<file path="config.mk">
export PLATFORM = sky130hd
export DESIGN_NAME = zof_ctrl
export DESIGN_NICKNAME = d
export VERILOG_FILES = /design/src/sv/zof_pkg.sv /design/src/sv/zof_ctrl.sv
export SDC_FILE = /design/constraint.sdc
export NUM_CORES = 1
export LEC_CHECK = 0
export BUFFER_PORTS_ARGS = -buffer_cell sky130_fd_sc_hd__buf_2
export CORE_AREA = 2 2 46 48
export DETAILED_ROUTE_END_ITERATION = 10
export DIE_AREA = 0 0 48 50
export PLACE_DENSITY = 0.88
export SLEW_MARGIN = 20
export SYNTH_ARGS = -nofsm -noshare
export SYNTH_HDL_FRONTEND = slang
export SYNTH_SLANG_ARGS = --single-unit
</file>
<file path="constraint.sdc">
create_clock -name aclk -period 3.65 [get_ports aclk]
set_input_delay 0.1825 -clock aclk [delete_from_list [all_inputs] [get_ports aclk]]
set_output_delay 0.1825 -clock aclk [all_outputs]
set_load 0.005 [all_outputs]
</file>
<file path="src/sv/zof_pkg.sv">
// Shared types and constants for the z-score outlier flagger.
// Every other module of the block but zof_ram imports this package.
package zof_pkg;

    localparam int SAMPLE_W = 32;
    localparam int THR_W    = 16;
    localparam int CNT_W    = 7;    // holds a count up to 64
    localparam int SUM_W    = 38;   // signed sum of up to 64 samples
    localparam int TOT_W    = 70;   // sum of up to 64 squared deviations
    localparam int VAR_W    = 64;
    localparam int SD_W     = 32;
    localparam int ROW_W    = 6;
    localparam logic [THR_W-1:0] THRESHOLD_RESET = 16'd768;
    localparam logic [CNT_W-1:0] MIN_SAMPLES     = 7'd3;

    typedef enum logic [1:0] {
        ST_REPORT = 2'd0,
        ST_FEW    = 2'd1,
        ST_FLAT   = 2'd2,
        ST_OVER   = 2'd3
    } status_t;

    typedef struct packed {
        logic signed [SAMPLE_W-1:0] sample;
        logic                       last_sample;
    } in_t;

    typedef struct packed {
        logic [ROW_W-1:0]           row_index;
        logic                       is_outlier;
        status_t                    status;
        logic signed [SAMPLE_W-1:0] mean_value;
        logic [30:0]                std_dev;
        logic                       last_result;
    } out_t;

    // controller to datapath
    typedef struct packed {
        logic load;
        logic clear_run;
        logic idx_clr;
        logic idx_inc;
        logic rd_en;
        logic div_mean;
        logic div_var;
        logic mean_cap;
        logic abs_cap;
        logic sq_cap;
        logic acc_en;
        logic sqrt_start;
        logic sd_cap;
        logic thr_cap;
        logic out_rep;
        logic out_stat;
    } cmd_t;

    // datapath to controller
    typedef struct packed {
        logic ovf;
        logic lt3;
        logic div_done;
        logic sqrt_done;
        logic sd_zero;
        logic idx_last;
        logic slot_free;
    } sts_t;

endpackage

</file>
<file path="src/sv/zof_ctrl.sv">
// Controller state machine: load phase, mean, variance, root, report passes and status result.
// Depends on zof_pkg for the command and status structs.
module zof_ctrl (
    input  logic          aclk,
    input  logic          aresetn,
    input  logic          s_valid,
    output logic          s_ready,
    input  logic          last_sample,
    input  zof_pkg::sts_t sts,
    output zof_pkg::cmd_t cmd
);
    import zof_pkg::*;

    typedef enum logic [14:0] {
        S_LOAD = 15'b000000000000001,
        S_CHK  = 15'b000000000000010,
        S_MEAN = 15'b000000000000100,
        S_VRD  = 15'b000000000001000,
        S_VABS = 15'b000000000010000,
        S_VSQ  = 15'b000000000100000,
        S_VACC = 15'b000000001000000,
        S_VDST = 15'b000000010000000,
        S_VDIV = 15'b000000100000000,
        S_SQRT = 15'b000001000000000,
        S_SDC  = 15'b000010000000000,
        S_THR  = 15'b000100000000000,
        S_FRD  = 15'b001000000000000,
        S_FOUT = 15'b010000000000000,
        S_STAT = 15'b100000000000000
    } state_t;

    state_t state_reg, state_next;

    assign s_ready = (state_reg == S_LOAD);

    always_comb begin
        state_next = state_reg;
        cmd        = '0;
        unique case (state_reg)
            S_LOAD: begin
                if (s_valid) begin
                    cmd.load = 1'b1;
                    if (last_sample) begin
                        state_next = S_CHK;
                    end
                end
            end
            S_CHK: begin
                if (sts.ovf || sts.lt3) begin
                    state_next = S_STAT;
                end else begin
                    cmd.div_mean = 1'b1;
                    state_next   = S_MEAN;
                end
            end
            S_MEAN: begin
                if (sts.div_done) begin
                    cmd.mean_cap = 1'b1;
                    cmd.idx_clr  = 1'b1;
                    state_next   = S_VRD;
                end
            end
            S_VRD: begin
                cmd.rd_en  = 1'b1;
                state_next = S_VABS;
            end
            S_VABS: begin
                cmd.abs_cap = 1'b1;
                state_next  = S_VSQ;
            end
            S_VSQ: begin
                cmd.sq_cap = 1'b1;
                state_next = S_VACC;
            end
            S_VACC: begin
                cmd.acc_en = 1'b1;
                if (sts.idx_last) begin
                    state_next = S_VDST;
                end else begin
                    cmd.idx_inc = 1'b1;
                    state_next  = S_VRD;
                end
            end
            S_VDST: begin
                cmd.div_var = 1'b1;
                state_next  = S_VDIV;
            end
            S_VDIV: begin
                if (sts.div_done) begin
                    cmd.sqrt_start = 1'b1;
                    state_next     = S_SQRT;
                end
            end
            S_SQRT: begin
                if (sts.sqrt_done) begin
                    cmd.sd_cap = 1'b1;
                    state_next = S_SDC;
                end
            end
            S_SDC: begin
                cmd.thr_cap = 1'b1;
                state_next  = S_THR;
            end
            S_THR: begin
                if (sts.sd_zero) begin
                    state_next = S_STAT;
                end else begin
                    cmd.idx_clr = 1'b1;
                    state_next  = S_FRD;
                end
            end
            S_FRD: begin
                cmd.rd_en  = 1'b1;
                state_next = S_FOUT;
            end
            S_FOUT: begin
                if (sts.slot_free) begin
                    cmd.out_rep = 1'b1;
                    if (sts.idx_last) begin
                        cmd.clear_run = 1'b1;
                        state_next    = S_LOAD;
                    end else begin
                        cmd.idx_inc = 1'b1;
                        state_next  = S_FRD;
                    end
                end
            end
            S_STAT: begin
                if (sts.slot_free) begin
                    cmd.out_stat  = 1'b1;
                    cmd.clear_run = 1'b1;
                    state_next    = S_LOAD;
                end
            end
            default: begin
                state_next = S_LOAD;
            end
        endcase
    end

    always_ff @(posedge aclk) begin
        if (!aresetn) begin
            state_reg <= S_LOAD;
        end else begin
            state_reg <= state_next;
        end
    end
endmodule

</file>
-- Word-level counts from Yosys, hierarchy flattened
Index checks and enable logic that the tools add are counted.
- word-level logic and storage cells: 64
- ROM bits: 0
- memories kept: 0
- output and inout bits: 17
- RAM bits: 0
- bits in latches: 0
- input port bits: 11
- register bits after elaboration: 15
- shift-type cells: 0
- $add $sub $neg: 0
- order comparisons: 0
- eq/ne operators: 22
- bitwise gates (word level): 0
- multiplexer cells: 38
- reduce and logical (&&, ||, !) cells: 3
- $mul: 0
- div/mod/pow operators: 0
- operators by type and width (cell ; number):
    $pmux W15 S15 ; 1
    $mux W15 ; 9
    $mux W1 ; 23
    $eq A15 B1 Y1 const B ; 1
    $eq A15 B10 Y1 const B ; 1
    $eq A15 B11 Y1 const B ; 1
    $eq A15 B12 Y1 const B ; 1
    $eq A15 B13 Y1 const B ; 1
    $eq A15 B14 Y1 const B ; 1
    $eq A15 B15 Y1 const B ; 1
    $eq A15 B2 Y1 const B ; 1
    $eq A15 B3 Y1 const B ; 1
    $eq A15 B4 Y1 const B ; 1
    $eq A15 B5 Y1 const B ; 1
    $eq A15 B6 Y1 const B ; 1
    $eq A15 B7 Y1 const B ; 1
    $eq A15 B8 Y1 const B ; 1
    $eq A15 B9 Y1 const B ; 1
    $mux W13 ; 1
    $ne A2 B2 Y1 const B ; 6
    $mux W8 ; 1
    $reduce_and A7 Y1 ; 1
    $pmux W1 S2 ; 3
    $ne A2 B1 Y1 const B ; 1
    2 further kinds ; 2

-- Depth between registers and ports, before layout
Gate-level depths: netlist of the first run.
- word-level depth: 3
- gate-level depth with buffers: 9
- mapped depth without buffers: 6

-- Least setup slack after synthesis of the first run
No wires, ideal clock.
- kind: register -> register
- from: register state_reg[0]
- to: register state_reg[12]
- library setup time: 118 ps
- data arrival time: 1911 ps
- clock period less this slack: 2029 ps
- stages on the path, launching flop included: 10
- path slack: 1621 ps
- data required time: 3532 ps
- path through: dfxtp_1 buf_2 or4_1 nor4b_1 o31a_1 or3_1 buf_2 or2_1 buf_2 nor2_1
- longest elaborated chain between the ends: 3
- elaborated cells between the ends (all ways): 24
- ends and longest elaborated chain (item ; line ; source):
    start: declaration ; zof_ctrl.sv:32 ; state_t state_reg, state_next;
    start signal: assignment ; zof_ctrl.sv:145 ; state_reg <= state_next;
    $eq A15 B3 Y1, or another cell as far along ; zof_ctrl.sv:39 ; unique case (state_reg)
    $ne A2 B2 Y1 (no source line) / $ne A2 B1 Y1 (equally long branches) ; n/a ;
    $reduce_and A7 Y1 (no source line) ; n/a ;
Several ways; a longest one is shown, not always the timed one.
A chain may end at the register's enable or synchronous reset.

==> key figures, run 1 <==
Min path
  – Hold Crit Start: aresetn
  – Cells on Worst Hold Path: 2
  – Sink of the worst hold path: state_reg[0]
  – Hold crit path type: primary input to flip-flop

Setup path
  – Slowest CP cell: or4_1
  – Crit Path Max Fanout: 7
  – Worst Path Arrival: 2.35 ns
  – CP delay by family, top: simple AND/OR/NAND/NOR gates
  – Crit path launch type: flip-flop
  – Reg2Reg Setup Slack: 1.29 ns
  – R2R Path End: state_reg[12]
  – Reg2reg start: state_reg[8]
  – Cells on worst reg2reg path: 6
  – Critical Path RT: 3.47 ns
  – Crit path buf inv count: 1
  – CP endpoint kind: primary output
  – Critical-path cell list: or4_1, nor3_2, and3_1, and2_1, o21a_1, buf_2
  – Critical path class: flip-flop to primary output
  – Worst path max stage delay: 0.68 ns

Place
  – # port buffers: 27
  – Post-DP Area: 1120 um2
  – Routability-driven placement congestion ratio: 0.975
  – Final HPWL DP: 2150 um

Run
  – Max-Cap Viols: 0

Timing
  – Clock Skews: 0.00373 ns
  – Finish-stage setup viols: 0
  – Final period util: 0.695
  – Final hold vios: 0
  – Fmax: 394 MHz
  – Tmin final: 2.54 ns
  – Hold Slack: 0.101 ns
  – Worst Tran Pin Value: 0.797 ns
  – RSZ-0062 raised after global routing: false
  – Max_slew headroom: 0.465
  – Fin. max-slew vios: 0
  – Total negative slack: 0 ns

Logic synthesis
  – Ys async rst share: 0
  – Cell Area, Synth: 991 um2
  – Sequential area share after synthesis: 0.303
  – Syn_area_per_cell: 7.51 um2
  – Ys flop type: dfxtp_1
  – Synth cell types: 35
  – Synthesized instance count: 132
  – Register bit total from synthesis: 15
  – Net Count, Synth: 143
  – Post-synth EDFFs: 0
  – Yosys warning count: 0

Global route
  – Grt total ovfl: 0
  – Number of global-route vias before repair: 1,029
  – First-pass GRT wire length: 4310 um
  – Largest net degree at the start of global routing: 10
  – Initial antenna violation count: 0
  – Total track usage: 0.252

Cells and area
  – Reg area: 300 um2
  – Area Growth Syn to Fin: 16.3%
  – Commonest non-fill, non-tap cell in the layout: buf_2
  – NumNets Final: 168
  – Max FFs per register: 15
  – Ant diodes: 0
  – Fill cells: 180
  – Share of cells above drive strength 1: 0.244
  – Fin util: 0.606
  – Area of the multi-input gates: 641 um2
  – Most frequent cells in the layout: buf_2 (27), nor2_1 (25), dfxtp_1 (15)
  – Fin area: 1150 um2

Power and ir drop
  – Power Density: 380 nW/um2
  – Clock network fraction of total power: 0.222
  – Switching power: 167 uW
  – VDD IR max: 242 uV
  – Cell Int Power: 270 uW
  – Leakage: 0.000496 uW
  – Sequential Power Share: 0.435
  – Combinational share of power: 0.343
  – Net Sw Frac: 0.382

Floorplan
  – Die width: 48 um
  – # rows: 16
  – Chip height: 50 um
  – Die area: 2400 um2
  – Num ports: 28
  – Core area: 1900 um2
  – Initial Util: 0.521

Routing
  – Final WL: 2800 um
  – Wire per inst: 15.3 um
  – Pre-Repair DR Iteration Count: 5
  – Antenna Nets Post-Route: 0
  – DRC viols: 0
  – Via count: 1,140
  – DR vias/cell: 6.23
  – DRT iter0 DRCs: 48

Clock tree
  – H-tree depth: 1
  – CTS tree: yes
  – CTS Hold Bufs: 0
  – Postcts setup bufs: 0
  – Clk root buf: clkbuf_4
  – Clock Latency Late Sink: 0.29 ns
  – Num CTS Buffers: 3
  – Clock Sink Count: 15
  – Clock buffer depth: 2
  – Clock slew at reported path FFs: 0.09 ns
  – Post-CTS resize count: 0

Run status
  – Run status: complete, no violations
kinds of logic after synthesis:
family	share of synthesized area
AND/OR/NAND/NOR	0.484
XOR/XNOR	0.0354
AO/OA/AOI/OAI	0.128
buffers and inverters	0.0505
flip-flops	0.303
metrics by stage:
step / cells / setup slack (ns) / total power (uW)
2_1_floorplan: 132 / 1.62 / 306
3_3_place_gp: 179 / 1.42 / 335
3_5_place_dp: 179 / 1.36 / 338
4_1_cts: 183 / 1.15 / 433
5_1_grt: 183 / 1.00 / 461
6_report: 183 / 1.11 / 438
cells in the mapped netlist, types with 3 or more instances:
cell      instances  area [um2]
nor2_1           25        93.8
dfxtp_1          15         300
nand2_1          10        37.5
nor3_1            8        40.0
buf_2             7        35.0
a21oi_1           5        25.0
inv_1             4        15.0
nand3_1           4        20.0
nand4_1           4        25.0
nor3_2            4        40.0
nor4_1            4        25.0
nor4b_1           4        35.0
and3_1            3        18.8
nand2b_1          3        18.8
or4_1             3        22.5
layout make-up:
cell class	instances	area share
Multi-Input combinational cell	106	0.556
Sequential cell	15	0.261
Timing Repair Buffer	27	0.117
Tap cell	27	0.0293
Clock buffer	3	0.0195
Inverter	4	0.0130
Clock inverter	1	0.00434
power by group through the flow:
stage / Combinational [uW] / Sequential [uW] / Clock (uW)
4_1_cts: 147 / 189 / 97.2
5_1_grt: 162 / 191 / 108
2_1_floorplan: 129 / 177 / 0
3_5_place_dp: 145 / 193 / 0
6_report: 150 / 190 / 97.3
3_3_place_gp: 142 / 193 / 0
worst max-delay path by stage:
| stage | from | end | slack, ns | depth (start not counted) |
|---|---|---|---|---|
| floorplan | state_reg[0] | state_reg[12] | 1.62 | 9 |
| global placement | state_reg[8] | state_reg[3] | 1.42 | 6 |
| detailed placement | state_reg[8] | state_reg[12] | 1.36 | 6 |
| CTS | state_reg[8] | cmd[12] | 1.15 | 6 |
| global route | state_reg[13] | cmd[13] | 1.00 | 6 |
| finish | state_reg[8] | cmd[12] | 1.11 | 6 |
metal layers:
layer  global-route usage  routed length (um)  vias up
met5                    0                   0        -
met4                0.117                 108        0
met3               0.0916                 259       14
met2                0.398                1320       68
met1                0.290                1110      522
li1                     -                   -      536
No activity file was read; power rests on OpenSTA's default activity.
==> inputs of run 2 (changes only) <==
- CORE_AREA: 2 2 46 48 -> 2 2 41 62
- DIE_AREA: 0 0 48 50 -> 0 0 43 64
- PLACE_DENSITY: 0.88 -> 0.81
- clock period: 3.65 -> 2 ns (I/O delays scaled with it)
==> key figures, run 2 (synthesized netlist as in run 1, its figures left out) <==
Clock tree
  – Clock Sink Count: 15 (unchanged)
  – CTS tree: yes (unchanged)
  – Clk root buf: clkbuf_4 (unchanged)
  – Clock slew at reported path FFs: 0.10 ns (was 0.09 ns)
  – Num CTS Buffers: 3 (unchanged)
  – CTS Hold Bufs: 0 (unchanged)
  – Clock Latency Late Sink: 0.30 ns (was 0.29 ns)
  – H-tree depth: 1 (unchanged)
  – Clock buffer depth: 2 (unchanged)

Routing
  – Via count: 1,310 (was 1,140)
  – Wire length on met1: 1340 um (was 1110 um)
  – Antenna Nets Post-Route: 0 (unchanged)
  – Final WL: 3700 um (was 2800 um)
  – Pre-Repair DR Iteration Count: 4 (was 5)
  – Met3 routed WL: 272 um (was 259 um)
  – DR top layer: met4 (unchanged)
  – Met2 WL post-DR: 1970 um (was 1320 um)
  – Wire per inst: 17.7 um (was 15.3 um)
  – DRC viols: 0 (unchanged)
  – DRT iter0 DRCs: 59 (was 48)
  – DR vias/cell: 6.27 (was 6.23)

Run status
  – Failing checks: negative setup slack
  – Run status: finished with violations (was complete, no violations)

Global route
  – Number of global-route vias before repair: 1,281 (was 1,029)
  – Initial antenna violation count: 0 (unchanged)
  – Grt total ovfl: 0 (unchanged)
  – Largest net degree at the start of global routing: 10 (unchanged)
  – First-pass GRT wire length: 5560 um (was 4310 um)
  – Total track usage: 0.267 (was 0.252)

Timing
  – Tmin final: 2.09 ns
  – Final period util: 1.04
  – Fin. max-slew vios: 0 (unchanged)
  – RSZ-0062 raised after global routing: true (was false)
  – Finish-stage setup viols: 14 (was 0)
  – Fmax: 479 MHz
  – Worst Tran Pin Value: 0.482 ns (was 0.797 ns)
  – Max_slew headroom: 0.676 (was 0.465)
  – Final hold vios: 0 (unchanged)
  – Final WS setup: -0.0861 ns (was 1.11 ns)
  – Clock Skews: 0.0108 ns (was 0.00373 ns)
  – Hold Slack: 0.00428 ns (was 0.101 ns)

Setup path
  – Critical path class: flip-flop to primary output (unchanged)
  – CP endpoint kind: primary output (unchanged)
  – Worst Path Arrival: 1.99 ns (was 2.35 ns)
  – Crit Path Max Fanout: 4 (was 7)
  – Critical Path RT: 1.90 ns (was 3.47 ns)
  – Crit path launch type: flip-flop (unchanged)

Power and ir drop
  – VDD IR max: 381 uV (was 242 uV)
  – Leakage: 0.000683 uW (was 0.000496 uW)
  – Power Density: 623 nW/um2 (was 380 nW/um2)

Place
  – Placed insts: 195 (was 179)
  – Final HPWL DP: 2430 um (was 2150 um)
  – # port buffers: 27 (unchanged)
  – Dpl ws: -0.0247 ns (was 1.36 ns)
  – Routability-driven placement congestion ratio: 0.895 (was 0.975)

Cells and area
  – NumNets Final: 198 (was 168)
  – Commonest non-fill, non-tap cell in the layout: buf_2 (unchanged)
  – Non-filler cells, final: 209 (was 183)
  – Most frequent cells in the layout: buf_2 (27), buf_4 (25), nor2_1 (20) (was buf_2 (27), nor2_1 (25), dfxtp_1 (15))
  – Max FFs per register: 15 (unchanged)
  – Share of cells above drive strength 1: 0.570 (was 0.244)
  – Area of the multi-input gates: 807 um2 (was 641 um2)
  – Area Growth Syn to Fin: 60.1% (was 16.3%)
  – Fill cells: 185 (was 180)
  – Ant diodes: 0 (unchanged)
  – Reg area: 329 um2 (was 300 um2)
  – Fin util: 0.719 (was 0.606)

Floorplan
  – Num ports: 28 (unchanged)
  – # rows: 21 (was 16)
  – Core area: 2210 um2 (was 1900 um2)
  – Chip height: 64 um (was 50 um)
  – Die area: 2750 um2 (was 2400 um2)
  – Die width: 43 um (was 48 um)
  – Initial Util: 0.449 (was 0.521)

Run
  – Max-Cap Viols: 0 (unchanged)

Min path
  – Hold crit path type: primary input to flip-flop (unchanged)
run 2: changes by cell type in the layout (fill, tap and decap cells not counted), moves of 4 or more:
cell     delta
nand3_1     -4
dfxtp_4     +6
buf_6       +5
dfxtp_2     +5
buf_4      +25
nor2_1      -5
dfxtp_1    -11
run 2: critical path, stage by stage, from the launching register on:
cell,delay [ns]
dfxtp_4,0.37
or4_4,0.58
nor2_2,0.16
buf_4,0.15
nand2_2,0.09
nor2_4,0.13
and2_1,0.12
buf_2,0.10
run 2: final timing paths:
kind	from	to	slack (ns)	cells past startpoint
max	state_reg[5]	cmd[15]	-0.09	7
min	aresetn	state_reg[0]	0.004	2
min reg2reg	state_reg[3]	state_reg[4]	0.53	2
max reg2reg	state_reg[9]	state_reg[10]	-0.05	9
run 2: power by group:
part,switching (uW),internal (uW)
clock,105,74.5
combinational,243,219
sequential,31.2,316
run 2: final cells by class:
| class | instances | share of cell area |
|---|---|---|
| sequential | 15 | 0.207 |
| multi-input combinational | 106 | 0.509 |
| clock buffer | 3 | 0.0142 |
| tap | 23 | 0.0181 |
| inverter | 4 | 0.00946 |
| clock inverter | 1 | 0.00315 |
| timing repair buffer | 57 | 0.239 |
run 2: repair_timing:
item	in CTS	in global routing
buffers inserted	6	4
gates resized for setup	30	29
hold endpoints to repair	0	0
setup endpoints to repair	18	25
pin swaps	11	10
run 2: metrics by stage:
step / instance area, um2 / setup TNS, ns / total power (uW)
after detailed placement: 1270 / -0.0446 / 691
final: 1590 / -0.559 / 988
after CTS: 1440 / -0.282 / 896
after global placement: 1270 / 0 / 686
after global routing: 1590 / -2.51 / 1040
after floorplan: 996 / 0 / 565
run 2: per-layer routing:
| layer | track usage | vias to the layer above |
|---|---|---|
| li1 | - | 597 |
| met1 | 0.279 | 629 |
| met2 | 0.472 | 70 |
| met3 | 0.0424 | 14 |
| met4 | 0.178 | 0 |
| met5 | 0 | - |
